**config.mk**
```make
export PLATFORM = sky130hd
export DESIGN_NAME = xts_front
export DESIGN_NICKNAME = d
export VERILOG_FILES = /design/src/hdl/xts_pkg.sv /design/src/hdl/xts_front.sv
export SDC_FILE = /design/constraint.sdc
export NUM_CORES = 1
export LEC_CHECK = 0
export BUFFER_PORTS_ARGS = -buffer_cell sky130_fd_sc_hd__buf_2
export CORE_AREA = 2 2 209 211
export CTS_BUF_LIST = sky130_fd_sc_hd__clkbuf_4
export DETAILED_ROUTE_END_ITERATION = 7
export DIE_AREA = 0 0 211 213
export PLACE_DENSITY = 0.82
export SLEW_MARGIN = 40
export SYNTH_ARGS = -nofsm -noshare
export SYNTH_HDL_FRONTEND = slang
export SYNTH_SLANG_ARGS = --single-unit
```
**constraint.sdc**
```tcl
create_clock -name i_clk -period 7.7 [get_ports i_clk]
set_clock_uncertainty 0.05 [all_clocks]
set_input_delay 0.77 -clock i_clk [delete_from_list [all_inputs] [get_ports i_clk]]
set_output_delay 0.77 -clock i_clk [all_outputs]
set_load 0.02 [all_outputs]
```
**src/hdl/xts_pkg.sv**
```systemverilog
// xts_pkg: shared types, aes tables and round functions for the xts sector cipher
// no dependencies; imported by every module of the block but xts_chk
package xts_pkg;

    typedef struct packed {
        logic [63:0] data_lo;
        logic [63:0] data_hi;
        logic [63:0] iv_lo;
        logic [63:0] iv_hi;
        logic        do_encrypt;
        logic        first_block;
        logic        last_block;
        logic        partial;
        logic [4:0]  valid_bytes;
    } t_item;

    typedef struct packed {
        logic [63:0] out_lo;
        logic [63:0] out_hi;
        logic [4:0]  out_bytes;
        logic        out_last;
        logic        error;
    } t_res;

    typedef struct packed {
        logic start;
        logic enc;
        logic sel_tw;
    } t_aes_req;

    localparam logic [4:0]   FULL_BYTES = 5'd16;
    localparam logic [127:0] GF_POLY    = 128'h87;
    localparam logic [7:0]   RC_INIT    = 8'h01;

    localparam logic [7:0] SBOX [256] = '{
        8'h63,8'h7c,8'h77,8'h7b,8'hf2,8'h6b,8'h6f,8'hc5,8'h30,8'h01,8'h67,8'h2b,8'hfe,8'hd7,8'hab,8'h76,
        8'hca,8'h82,8'hc9,8'h7d,8'hfa,8'h59,8'h47,8'hf0,8'had,8'hd4,8'ha2,8'haf,8'h9c,8'ha4,8'h72,8'hc0,
        8'hb7,8'hfd,8'h93,8'h26,8'h36,8'h3f,8'hf7,8'hcc,8'h34,8'ha5,8'he5,8'hf1,8'h71,8'hd8,8'h31,8'h15,
        8'h04,8'hc7,8'h23,8'hc3,8'h18,8'h96,8'h05,8'h9a,8'h07,8'h12,8'h80,8'he2,8'heb,8'h27,8'hb2,8'h75,
        8'h09,8'h83,8'h2c,8'h1a,8'h1b,8'h6e,8'h5a,8'ha0,8'h52,8'h3b,8'hd6,8'hb3,8'h29,8'he3,8'h2f,8'h84,
        8'h53,8'hd1,8'h00,8'hed,8'h20,8'hfc,8'hb1,8'h5b,8'h6a,8'hcb,8'hbe,8'h39,8'h4a,8'h4c,8'h58,8'hcf,
        8'hd0,8'hef,8'haa,8'hfb,8'h43,8'h4d,8'h33,8'h85,8'h45,8'hf9,8'h02,8'h7f,8'h50,8'h3c,8'h9f,8'ha8,
        8'h51,8'ha3,8'h40,8'h8f,8'h92,8'h9d,8'h38,8'hf5,8'hbc,8'hb6,8'hda,8'h21,8'h10,8'hff,8'hf3,8'hd2,
        8'hcd,8'h0c,8'h13,8'hec,8'h5f,8'h97,8'h44,8'h17,8'hc4,8'ha7,8'h7e,8'h3d,8'h64,8'h5d,8'h19,8'h73,
        8'h60,8'h81,8'h4f,8'hdc,8'h22,8'h2a,8'h90,8'h88,8'h46,8'hee,8'hb8,8'h14,8'hde,8'h5e,8'h0b,8'hdb,
        8'he0,8'h32,8'h3a,8'h0a,8'h49,8'h06,8'h24,8'h5c,8'hc2,8'hd3,8'hac,8'h62,8'h91,8'h95,8'he4,8'h79,
        8'he7,8'hc8,8'h37,8'h6d,8'h8d,8'hd5,8'h4e,8'ha9,8'h6c,8'h56,8'hf4,8'hea,8'h65,8'h7a,8'hae,8'h08,
        8'hba,8'h78,8'h25,8'h2e,8'h1c,8'ha6,8'hb4,8'hc6,8'he8,8'hdd,8'h74,8'h1f,8'h4b,8'hbd,8'h8b,8'h8a,
        8'h70,8'h3e,8'hb5,8'h66,8'h48,8'h03,8'hf6,8'h0e,8'h61,8'h35,8'h57,8'hb9,8'h86,8'hc1,8'h1d,8'h9e,
        8'he1,8'hf8,8'h98,8'h11,8'h69,8'hd9,8'h8e,8'h94,8'h9b,8'h1e,8'h87,8'he9,8'hce,8'h55,8'h28,8'hdf,
        8'h8c,8'ha1,8'h89,8'h0d,8'hbf,8'he6,8'h42,8'h68,8'h41,8'h99,8'h2d,8'h0f,8'hb0,8'h54,8'hbb,8'h16
    };

    localparam logic [7:0] INV_SBOX [256] = '{
        8'h52,8'h09,8'h6a,8'hd5,8'h30,8'h36,8'ha5,8'h38,8'hbf,8'h40,8'ha3,8'h9e,8'h81,8'hf3,8'hd7,8'hfb,
        8'h7c,8'he3,8'h39,8'h82,8'h9b,8'h2f,8'hff,8'h87,8'h34,8'h8e,8'h43,8'h44,8'hc4,8'hde,8'he9,8'hcb,
        8'h54,8'h7b,8'h94,8'h32,8'ha6,8'hc2,8'h23,8'h3d,8'hee,8'h4c,8'h95,8'h0b,8'h42,8'hfa,8'hc3,8'h4e,
        8'h08,8'h2e,8'ha1,8'h66,8'h28,8'hd9,8'h24,8'hb2,8'h76,8'h5b,8'ha2,8'h49,8'h6d,8'h8b,8'hd1,8'h25,
        8'h72,8'hf8,8'hf6,8'h64,8'h86,8'h68,8'h98,8'h16,8'hd4,8'ha4,8'h5c,8'hcc,8'h5d,8'h65,8'hb6,8'h92,
        8'h6c,8'h70,8'h48,8'h50,8'hfd,8'hed,8'hb9,8'hda,8'h5e,8'h15,8'h46,8'h57,8'ha7,8'h8d,8'h9d,8'h84,
        8'h90,8'hd8,8'hab,8'h00,8'h8c,8'hbc,8'hd3,8'h0a,8'hf7,8'he4,8'h58,8'h05,8'hb8,8'hb3,8'h45,8'h06,
        8'hd0,8'h2c,8'h1e,8'h8f,8'hca,8'h3f,8'h0f,8'h02,8'hc1,8'haf,8'hbd,8'h03,8'h01,8'h13,8'h8a,8'h6b,
        8'h3a,8'h91,8'h11,8'h41,8'h4f,8'h67,8'hdc,8'hea,8'h97,8'hf2,8'hcf,8'hce,8'hf0,8'hb4,8'he6,8'h73,
        8'h96,8'hac,8'h74,8'h22,8'he7,8'had,8'h35,8'h85,8'he2,8'hf9,8'h37,8'he8,8'h1c,8'h75,8'hdf,8'h6e,
        8'h47,8'hf1,8'h1a,8'h71,8'h1d,8'h29,8'hc5,8'h89,8'h6f,8'hb7,8'h62,8'h0e,8'haa,8'h18,8'hbe,8'h1b,
        8'hfc,8'h56,8'h3e,8'h4b,8'hc6,8'hd2,8'h79,8'h20,8'h9a,8'hdb,8'hc0,8'hfe,8'h78,8'hcd,8'h5a,8'hf4,
        8'h1f,8'hdd,8'ha8,8'h33,8'h88,8'h07,8'hc7,8'h31,8'hb1,8'h12,8'h10,8'h59,8'h27,8'h80,8'hec,8'h5f,
        8'h60,8'h51,8'h7f,8'ha9,8'h19,8'hb5,8'h4a,8'h0d,8'h2d,8'he5,8'h7a,8'h9f,8'h93,8'hc9,8'h9c,8'hef,
        8'ha0,8'he0,8'h3b,8'h4d,8'hae,8'h2a,8'hf5,8'hb0,8'hc8,8'heb,8'hbb,8'h3c,8'h83,8'h53,8'h99,8'h61,
        8'h17,8'h2b,8'h04,8'h7e,8'hba,8'h77,8'hd6,8'h26,8'he1,8'h69,8'h14,8'h63,8'h55,8'h21,8'h0c,8'h7d
    };

    function automatic logic [7:0] xtime(input logic [7:0] a);
        xtime = {a[6:0], 1'b0} ^ (a[7] ? 8'h1b : 8'h00);
    endfunction

    function automatic logic [127:0] sub_shift(input logic [127:0] s);
        logic [127:0] t;
        t = '0;
        for (int c = 0; c < 4; c++) begin
            for (int w = 0; w < 4; w++) begin
                t[8*(w+4*c) +: 8] = SBOX[s[8*(w+4*((c+w)%4)) +: 8]];
            end
        end
        sub_shift = t;
    endfunction

    function automatic logic [127:0] inv_sub_shift(input logic [127:0] s);
        logic [127:0] t;
        t = '0;
        for (int c = 0; c < 4; c++) begin
            for (int w = 0; w < 4; w++) begin
                t[8*(w+4*((c+w)%4)) +: 8] = INV_SBOX[s[8*(w+4*c) +: 8]];
            end
        end
        inv_sub_shift = t;
    endfunction

    function automatic logic [127:0] mix_cols(input logic [127:0] s);
        logic [127:0] t;
        logic [7:0] a0, a1, a2, a3;
        t = '0;
        for (int c = 0; c < 4; c++) begin
            a0 = s[32*c +: 8];
            a1 = s[32*c+8 +: 8];
            a2 = s[32*c+16 +: 8];
            a3 = s[32*c+24 +: 8];
            t[32*c +: 8]    = xtime(a0) ^ xtime(a1) ^ a1 ^ a2 ^ a3;
            t[32*c+8 +: 8]  = a0 ^ xtime(a1) ^ xtime(a2) ^ a2 ^ a3;
            t[32*c+16 +: 8] = a0 ^ a1 ^ xtime(a2) ^ xtime(a3) ^ a3;
            t[32*c+24 +: 8] = xtime(a0) ^ a0 ^ a1 ^ a2 ^ xtime(a3);
        end
        mix_cols = t;
    endfunction

    // multiply by 9, 11, 13, 14 from the x2, x4, x8 terms
    function automatic logic [7:0] gm(input logic [7:0] a, input logic [1:0] k);
        logic [7:0] x2, x4, x8;
        x2 = xtime(a);
        x4 = xtime(x2);
        x8 = xtime(x4);
        unique case (k)
            2'd0:    gm = x8 ^ a;
            2'd1:    gm = x8 ^ x2 ^ a;
            2'd2:    gm = x8 ^ x4 ^ a;
            default: gm = x8 ^ x4 ^ x2;
        endcase
    endfunction

    localparam logic [1:0] G9 = 2'd0, G11 = 2'd1, G13 = 2'd2, G14 = 2'd3;

    function automatic logic [127:0] inv_mix_cols(input logic [127:0] s);
        logic [127:0] t;
        logic [7:0] a0, a1, a2, a3;
        t = '0;
        for (int c = 0; c < 4; c++) begin
            a0 = s[32*c +: 8];
            a1 = s[32*c+8 +: 8];
            a2 = s[32*c+16 +: 8];
            a3 = s[32*c+24 +: 8];
            t[32*c +: 8]    = gm(a0, G14) ^ gm(a1, G11) ^ gm(a2, G13) ^ gm(a3, G9);
            t[32*c+8 +: 8]  = gm(a0, G9) ^ gm(a1, G14) ^ gm(a2, G11) ^ gm(a3, G13);
            t[32*c+16 +: 8] = gm(a0, G13) ^ gm(a1, G9) ^ gm(a2, G14) ^ gm(a3, G11);
            t[32*c+24 +: 8] = gm(a0, G11) ^ gm(a1, G13) ^ gm(a2, G9) ^ gm(a3, G14);
        end
        inv_mix_cols = t;
    endfunction

    function automatic logic [31:0] sub_word(input logic [31:0] w);
        sub_word = {SBOX[w[31:24]], SBOX[w[23:16]], SBOX[w[15:8]], SBOX[w[7:0]]};
    endfunction

    function automatic logic [31:0] rot_sub(input logic [31:0] w, input logic [7:0] rc);
        rot_sub = {SBOX[w[7:0]], SBOX[w[31:24]], SBOX[w[23:16]], SBOX[w[15:8]] ^ rc};
    endfunction

endpackage

```
**src/hdl/xts_front.sv**
```systemverilog
// xts_front: accepts input requests, normalizes the byte count and flags partial blocks
// feeds a two-entry queue toward the back end; uses xts_pkg
module xts_front (
    input  logic           i_clk,
    input  logic           i_rst_n,
    input  logic           i_in_valid,
    output logic           o_in_ready,
    input  logic [63:0]    i_data_lo,
    input  logic [63:0]    i_data_hi,
    input  logic [63:0]    i_iv_lo,
    input  logic [63:0]    i_iv_hi,
    input  logic           i_do_encrypt,
    input  logic           i_first_block,
    input  logic           i_last_block,
    input  logic [4:0]     i_valid_bytes,
    output xts_pkg::t_item o_item,
    output logic           o_item_valid,
    input  logic           i_pop
);
    import xts_pkg::*;

    t_item      r_q [2];
    logic       r_wp, r_rp;
    logic [1:0] r_cnt;
    t_item      w_item;
    logic       w_push;
    logic       w_full_len;

    // zero, sixteen and above, or any non-last block count as a full block
    assign w_full_len = (i_valid_bytes == 5'd0) || (i_valid_bytes >= FULL_BYTES) || !i_last_block;

    always_comb begin
        w_item.data_lo     = i_data_lo;
        w_item.data_hi     = i_data_hi;
        w_item.iv_lo       = i_iv_lo;
        w_item.iv_hi       = i_iv_hi;
        w_item.do_encrypt  = i_do_encrypt;
        w_item.first_block = i_first_block;
        w_item.last_block  = i_last_block;
        w_item.partial     = !w_full_len;
        w_item.valid_bytes = w_full_len ? FULL_BYTES : i_valid_bytes;
    end

    assign o_in_ready   = (r_cnt != 2'd2);
    assign w_push       = i_in_valid && o_in_ready;
    assign o_item_valid = (r_cnt != 2'd0);
    assign o_item       = r_q[r_rp];

    always_ff @(posedge i_clk) begin
        if (!i_rst_n) begin
            r_wp  <= 1'b0;
            r_rp  <= 1'b0;
            r_cnt <= 2'd0;
        end else begin
            if (w_push) begin
                r_wp <= ~r_wp;
            end
            if (i_pop) begin
                r_rp <= ~r_rp;
            end
            r_cnt <= r_cnt + 2'(w_push) - 2'(i_pop);
        end
    end

    always_ff @(posedge i_clk) begin
        if (w_push) begin
            r_q[r_wp] <= w_item;
        end
    end

endmodule

```
==> results of run 1 <==
-- per-layer routing --
metal	track usage [%]	up-vias	share of wire [%]
met5	0	-	0
met4	12.3	0	3.5
met3	8.24	120	8.9
met2	38.6	711	52
met1	24.1	5991	35
li1	-	5322	-
-- Yosys cell counts, drive strengths merged --
cell type | n | area share (%)
mux2i | 1 | 0.051
nor4b | 1 | 0.045
a21bo | 1 | 0.051
buf | 29 | 1.6
nor2b | 1 | 0.032
a21boi | 2 | 0.096
dfxtp | 5 | 0.51
and2 | 7 | 0.22
nand2 | 2 | 0.038
a211o | 1 | 0.045
edfxtp | 530 | 81
inv | 3 | 0.058
nand3b | 2 | 0.077
o41ai | 1 | 0.045
nand2b | 1 | 0.032
and3 | 1 | 0.032
nand3 | 1 | 0.026
xnor2 | 1 | 0.045
or2 | 1 | 0.032
mux2 | 265 | 15
xor2 | 1 | 0.045
ha | 1 | 0.064
a211oi | 1 | 0.038
-- cell families after synthesis --
family	after synthesis
XOR/XNOR	2
buffers and inverters	32
flip-flops	535
adder cells (fa/ha/maj)	1
AND/OR/NAND/NOR	17
AO/OA/AOI/OAI	6
multiplexers	266
-- registers in the layout, indices dropped and copies added, names as in the netlist, named ones only --
signal  count
r_cnt       2
r_rp        1
r_q       530
r_wp        1
-- worst max path at each step --
| stage | startpoint | cells past startpoint | slack [ns] | end |
|---|---|---|---|---|
| 3_5_place_dp | i_in_valid | 4 | 4.69 | r_q[0][202] |
| 5_1_grt | register | 3 | 3.60 | o_item[224] |
| 4_1_cts | register | 3 | 3.68 | o_item[69] |
| 2_1_floorplan | i_in_valid | 1 | 0.13 | r_q[1][0] |
| 3_3_place_gp | register | 3 | 4.50 | o_item[30] |
| 6_report | register | 3 | 3.78 | o_item[90] |
-- area by class of cell --
class | instances | area, um2 | area share, %
Clock inverter | 31 | 243 | 0.901
Clock buffer | 181 | 1360 | 5.04
Inverter | 3 | 23.8 | 0.0882
Antenna cell | 8 | 20.0 | 0.0743
Tap cell | 546 | 683 | 2.54
Timing Repair Buffer | 800 | 5400 | 20.0
Sequential cell | 535 | 16000 | 59.5
Multi-Input combinational cell | 292 | 3200 | 11.9
-- power groups by stage --
stage / clock network, mW / registers, mW / logic (mW)
after CTS: 2.34 / 3.56 / 1.11
final: 2.36 / 3.57 / 1.14
after global placement: 0 / 3.60 / 0.978
after floorplan: 0 / 3.66 / 0.652
after global routing: 2.56 / 3.59 / 1.20
after detailed placement: 0 / 3.62 / 0.995
-- worst register-to-register path, stage by stage (launching register included) --
cell	delay, ns
dfxtp_1	0.39
nand2b_1	0.26
nand3b_1	0.31
inv_12	0.51
buf_12	0.35
buf_16	0.41
-- repair_timing --
| action | CTS | global route |
|---|---|---|
| resized for setup | 0 | 0 |
| endpoints found under the hold margin | 518 | 0 |
| hold buffers | 259 | 0 |
| setup endpoints to repair | 0 | 0 |
| setup buffers | 0 | 0 |
==> flow_summary.json, run 1 <==
{
  "status": "complete, no violations",
  "syn_to_final_growth_pct": 37.9,
  "dpl_cell_area_mm2": 0.0227,
  "finalHoldViolCount": 0,
  "path_delay_family": "flip-flops",
  "max-slew-margin-rel_pct": 41.0,
  "layout_worst_path_cycle_share_pct": 50.9,
  "synthAdderAreaFrac_pct": 0.0641,
  "post-route-min-period_ns": 3.92,
  "grt_pass1_vias": 13300,
  "power.total_mw": 7.06,
  "tightest_slew_ns": 0.886,
  "synth_seq_cells": 535,
  "fill_cells": 2779,
  "p_leak_nw": 10.3,
  "switchingPower_mw": 1.90,
  "crit_chain": "buf_12 > mux2_2 > buf_2",
  "whs_endpoint": "r_cnt[1]",
  "hp-class": "input pin to register",
  "wl_per_cell_um": 21.4,
  "cts-root-buf": "clkbuf_4",
  "crit_slowest_cell": "dfxtp_4",
  "synth-compound-area-share_pct": 0.275,
  "die_h_um": 213,
  "intPower_mw": 5.17,
  "synthSimpleGateAreaFrac_pct": 0.538,
  "cts.sinks": 535,
  "grt_max_degree": 138,
  "insertion_delay_ns": 0.91,
  "start_util_pct": 45.7,
  "drt_iter0_markers": 858,
  "critical-path-max-stage-delay_ns": 0.78,
  "dpl.cell_count": 1915,
  "antenna_found_initial": 5,
  "tns_ns": 0,
  "min_from": "i_rst_n",
  "numCtsBuffers": 134,
  "cp_max_fo": 137,
  "utilization_pct": 63.1,
  "synth_top_family_by_area": "multiplexers",
  "seq_area_frac_synth_pct": 82.0,
  "vias": 12100,
  "fp.dieW_um": 211,
  "hpwl_um": 27900,
  "synth_area_mm2": 0.0195,
  "slew_violations": 0,
  "vias_per_cell": 5.07,
  "syn_inst": 859,
  "setup_viol": 0,
  "routed_wl_um": 51200,
  "p_sw_share_pct": 26.8,
  "cts.reportedPaths.clkPinSlew_ns": 0.06,
  "synth_cell_types": 25,
  "worstSetupPathType": "register to primary output",
  "worstRegToRegCells": 5,
  "reg2reg_to": "r_q[0][202]",
  "place.gp.congestion": 0.766,
  "setup_slack_ns": 3.78,
  "synthMuxAreaShare_pct": 15.3,
  "ant_nets": 0,
  "tritoncts": "done",
  "hold_depth": 2,
  "clkPwrFrac_pct": 33.3,
  "drive_gt1_share_pct": 54.7,
  "dieArea_mm2": 0.0449,
  "hold_ws_ns": 0.126,
  "synth_xor_area_share_pct": 0.0897,
  "worstPathArrival_ns": 3.10,
  "fin_nets": 2035,
  "dr.pass1.iters": 5,
  "ios": 535,
  "core_mm2": 0.0427,
  "ctsLongestPathBuffers": 3,
  "r2r_start": "r_cnt[0]",
  "crit_required_ns": 6.88,
  "final_cell_mix": "buf_2, edfxtp_1, mux2_2, dlygate4sd3_1, clkbuf_4",
  "fp-row-count": 76,
  "vdd_drop_max_uv": 193,
  "cp-start-kind": "register",
  "layout_commonest_cell": "buf_2",
  "drcViolationCount": 0,
  "grt-ovfl-total": 0,
  "synth_area_per_cell_um2": 22.7,
  "io_buffers": 534,
  "cap_violations": 0,
  "pre_cts_slack_ns": 4.69,
  "yosys_warnings": 0,
  "power_frac_seq_pct": 50.5,
  "syn_nets": 1128,
  "grt_setup_unrepaired": "false",
  "fmax_mhz": 255,
  "crit_path_end_kind": "primary output",
  "grt_pass1_wl_um": 75000,
  "reg2reg_slack_ns": 4.90,
  "cellPowerDensity_mw_per_mm2": 262,
  "fin_cells": 2396,
  "grtUsageTotal_pct": 22.5,
  "cp_num_buf_inv": 2,
  "pwr-share-comb_pct": 16.1,
  "postLayoutCellArea_mm2": 0.0269,
  "cts_htree_levels": 4
}
Power figures use the tool's default switching activity.
==> run 2: changes to the inputs <==
--- a/config.mk
+++ b/config.mk
@@ -6,11 +6,11 @@
 export NUM_CORES = 1
 export LEC_CHECK = 0
 export BUFFER_PORTS_ARGS = -buffer_cell sky130_fd_sc_hd__buf_2
-export CORE_AREA = 2 2 209 211
+export CORE_AREA = 2 2 207 209
 export CTS_BUF_LIST = sky130_fd_sc_hd__clkbuf_4
 export DETAILED_ROUTE_END_ITERATION = 7
-export DIE_AREA = 0 0 211 213
-export PLACE_DENSITY = 0.82
+export DIE_AREA = 0 0 209 211
+export PLACE_DENSITY = 0.8
 export SLEW_MARGIN = 40
 export SYNTH_ARGS = -nofsm -noshare
 export SYNTH_HDL_FRONTEND = slang
==> constraint.sdc (replaced) <==
create_clock -name i_clk -period 3.67 [get_ports i_clk]
set_clock_uncertainty 0.05 [all_clocks]
set_input_delay 0.367 -clock i_clk [delete_from_list [all_inputs] [get_ports i_clk]]
set_output_delay 0.367 -clock i_clk [all_outputs]
set_load 0.02 [all_outputs]
==> flow_summary.json, run 2 <==
{
  "status": "aborted with a tool error",
  "failing_step": "4_1_cts",
  "error_line": "[ERROR RSZ-0060] Max buffer count reached.",
  "holdBufCountCts": 433,
  "yosys_warnings": 0,
  "synth_area_per_cell_um2": 22.7,
  "ctsLongestPathBuffers": 3,
  "fp-row-count": 75,
  "async_flop_share_pct": 0,
  "yosys.area.top_type": "edfxtp_1",
  "dpl_cell_area_mm2": 0.0229,
  "cts_htree_levels": 4,
  "post_cts_resized": 0,
  "synth_area_leaders": "edfxtp_1, mux2_2, buf_6, dfxtp_1, and2_1",
  "synth_top_area_share_pct": 81.5,
  "synth_most_common_cell": "edfxtp_1",
  "die_h_um": 211,
  "seq_area_frac_synth_pct": 82.0,
  "start_util_pct": 46.8,
  "ios": 535,
  "cts.sinks": 535,
  "syn_inst": 859,
  "synth_seq_cells": 535,
  "numCtsBuffers": 137,
  "hpwl_um": 29400,
  "syn_nets": 1128,
  "place.gp.congestion": 0.803,
  "synth_top_flop_cell": "edfxtp_1",
  "io_buffers": 534,
  "fp.dieW_um": 209,
  "synth_common_cells": "edfxtp_1, mux2_2, buf_6",
  "synth_cell_types": 25,
  "postCtsSetupRepairBufs": 0,
  "cts-root-buf": "clkbuf_4",
  "synth_edf_count": 530,
  "synth_area_mm2": 0.0195
}
==> run 2: cells by family after synthesis <==
kind of cell	share of synthesized area, %
multiplexers	15.3
AND/OR/NAND/NOR	0.538
AO/OA/AOI/OAI	0.276
buffers and inverters	1.70
adder cells (fa/ha/maj)	0.0641
flip-flops	82.0
XOR/XNOR	0.0897
==> run 2: metrics by stage <==
step	hold slack [ns]	instances	utilization, %	worst slack [ns]
3_5_place_dp	0.508	1924	54.8	1.55
3_3_place_gp	0.503	1924	54.8	1.56
2_1_floorplan	0.416	859	-	-1.38
==> run 3: changes to the inputs <==
--- a/config.mk
+++ b/config.mk
@@ -6,11 +6,10 @@
 export NUM_CORES = 1
 export LEC_CHECK = 0
 export BUFFER_PORTS_ARGS = -buffer_cell sky130_fd_sc_hd__buf_2
-export CORE_AREA = 2 2 207 209
-export CTS_BUF_LIST = sky130_fd_sc_hd__clkbuf_4
+export CORE_AREA = 2 2 240 242
 export DETAILED_ROUTE_END_ITERATION = 7
-export DIE_AREA = 0 0 209 211
-export PLACE_DENSITY = 0.8
+export DIE_AREA = 0 0 242 244
+export PLACE_DENSITY_LB_ADDON = 0.15
 export SLEW_MARGIN = 40
 export SYNTH_ARGS = -nofsm -noshare
 export SYNTH_HDL_FRONTEND = slang
==> flow_summary.json, run 3 (synthesized netlist as in run 1, its figures left out) <==
{
  "cts.reportedPaths.clkPinSlew_ns": 0.06,
  "path_delay_family": "flip-flops",
  "insertion_delay_ns": 0.59,
  "hp-class": "input pin to register",
  "grtUsageTotal_pct": 15.4,
  "crit_path_end_kind": "primary output",
  "drive_gt1_share_pct": 51.9,
  "setup_viol": 0,
  "switchingPower_mw": 3.77,
  "ios": 535,
  "crit_slowest_cell": "dfxtp_4",
  "ctsLongestPathBuffers": 3,
  "final_cell_mix": "buf_2, edfxtp_1, mux2_2, dlygate4sd3_1, clkbuf_16",
  "start_util_pct": 34.8,
  "fmax_mhz": 361,
  "cap_violations": 0,
  "power_frac_seq_pct": 48.5,
  "tightest_slew_ns": 0.761,
  "cp-start-kind": "register",
  "post_cts_resized": 0,
  "regMostFlops": "r_q",
  "place.gp.congestion": 0.731,
  "fp.dieW_um": 242,
  "slew_violations": 0,
  "numCtsBuffers": 57,
  "finalHoldViolCount": 0,
  "grt_setup_unrepaired": "false",
  "largest_registers": "r_q: 530 flops, r_cnt: 2 flops",
  "vdd_drop_max_uv": 384,
  "io_buffers": 534,
  "max-slew-margin-rel_pct": 49.2,
  "power.total_mw": 15.4,
  "hold_ws_ns": 0.0514,
  "dr.pass1.iters": 4,
  "syn_to_final_growth_pct": 41.3,
  "fin_nets": 1974,
  "grt-ovfl-total": 0,
  "intPower_mw": 11.6,
  "worstSetupPathType": "register to primary output",
  "wl_per_cell_um": 18.5,
  "p_sw_share_pct": 24.5,
  "tritoncts": "done",
  "grt_pass1_wl_um": 69900,
  "pwr-share-comb_pct": 15.7,
  "fp-row-count": 87,
  "die_h_um": 244,
  "worstPathArrival_ns": 2.35,
  "cp_num_buf_inv": 2,
  "ant_nets": 0,
  "crit_required_ns": 3.25,
  "vias_per_cell": 4.39,
  "vias": 11000,
  "cts-root-buf": "clkbuf_16",
  "cp_max_fo": 60,
  "core_mm2": 0.0562,
  "cts.sinks": 535,
  "p_leak_nw": 10.3,
  "clkPwrFrac_pct": 35.8,
  "cellPowerDensity_mw_per_mm2": 556,
  "layout_commonest_cell": "buf_2",
  "drt_iter0_markers": 459,
  "antenna_found_initial": 3,
  "routed_wl_um": 46400,
  "status": "complete, no violations",
  "drcViolationCount": 0,
  "largest_register_ffs": 530,
  "critical-path-max-stage-delay_ns": 0.74,
  "dieArea_mm2": 0.0590,
  "post-route-min-period_ns": 2.77,
  "grt_max_degree": 85,
  "grt_pass1_vias": 12000,
  "hpwl_um": 30600,
  "layout_worst_path_cycle_share_pct": 75.5,
  "crit_chain": "buf_12 > mux2_2 > buf_2",
  "cts_htree_levels": 2
}
## run 3: repair_timing
| item | CTS | global route |
|---|---|---|
| hold buffers | 262 | 0 |
| endpoints found under the hold margin | 524 | 0 |
| setup buffers | 0 | 0 |
## run 3: power by group through the flow
stage | registers, mW | clock network (mW) | logic (mW)
after floorplan | 7.61 | 0 | 1.37
after global placement | 7.56 | 0 | 2.20
after detailed placement | 7.58 | 0 | 2.22
after CTS | 7.45 | 5.68 | 2.46
after global routing | 7.49 | 5.91 | 2.58
final | 7.45 | 5.50 | 2.41
## run 3: through the flow
stage | setup TNS [ns] | utilization, % | std cells | instance area, um2 | setup WS [ns]
floorplan | -521.14 | - | 859 | 19500 | -1.38
CTS | 0 | 49.1 | 2501 | 27600 | 0.769
finish | 0 | 49.1 | 2504 | 27600 | 0.898
global placement | 0 | 41.2 | 2138 | 23100 | 1.05
global route | 0 | 49.1 | 2504 | 27600 | 0.755
detailed placement | 0 | 41.3 | 2140 | 23200 | 1.06
## run 3: worst paths after layout
kind	from	slack [ns]	cells after the start	endpoint
hold reg to reg	r_rp	0.52	2	register
hold / removal	i_valid_bytes[1]	0.05	2	r_q[0][1]
setup reg to reg	r_cnt[0]	1.14	5	r_q[0][70]
setup / recovery	register	0.90	3	o_item[215]
## run 3: layout make-up
class                   count  area, um2
clock buffers              69       1510
multi-input cells         292       3200
repair buffers            816       5630
well taps                 756        946
fillers                  4875      28600
clock inverters            30        277
inverters                   3       15.0
flip-flops and latches    535      16000
diodes                      3       7.51
## run 3: routing by layer
layer  track usage [%]  up-vias  wire length [um]
li1                  -     5136                 -
met1              17.6     5440             17800
met2              27.2      333             23900
met3              4.89       82              3270
met4              5.41        0              1410
met5                 0        -                 0
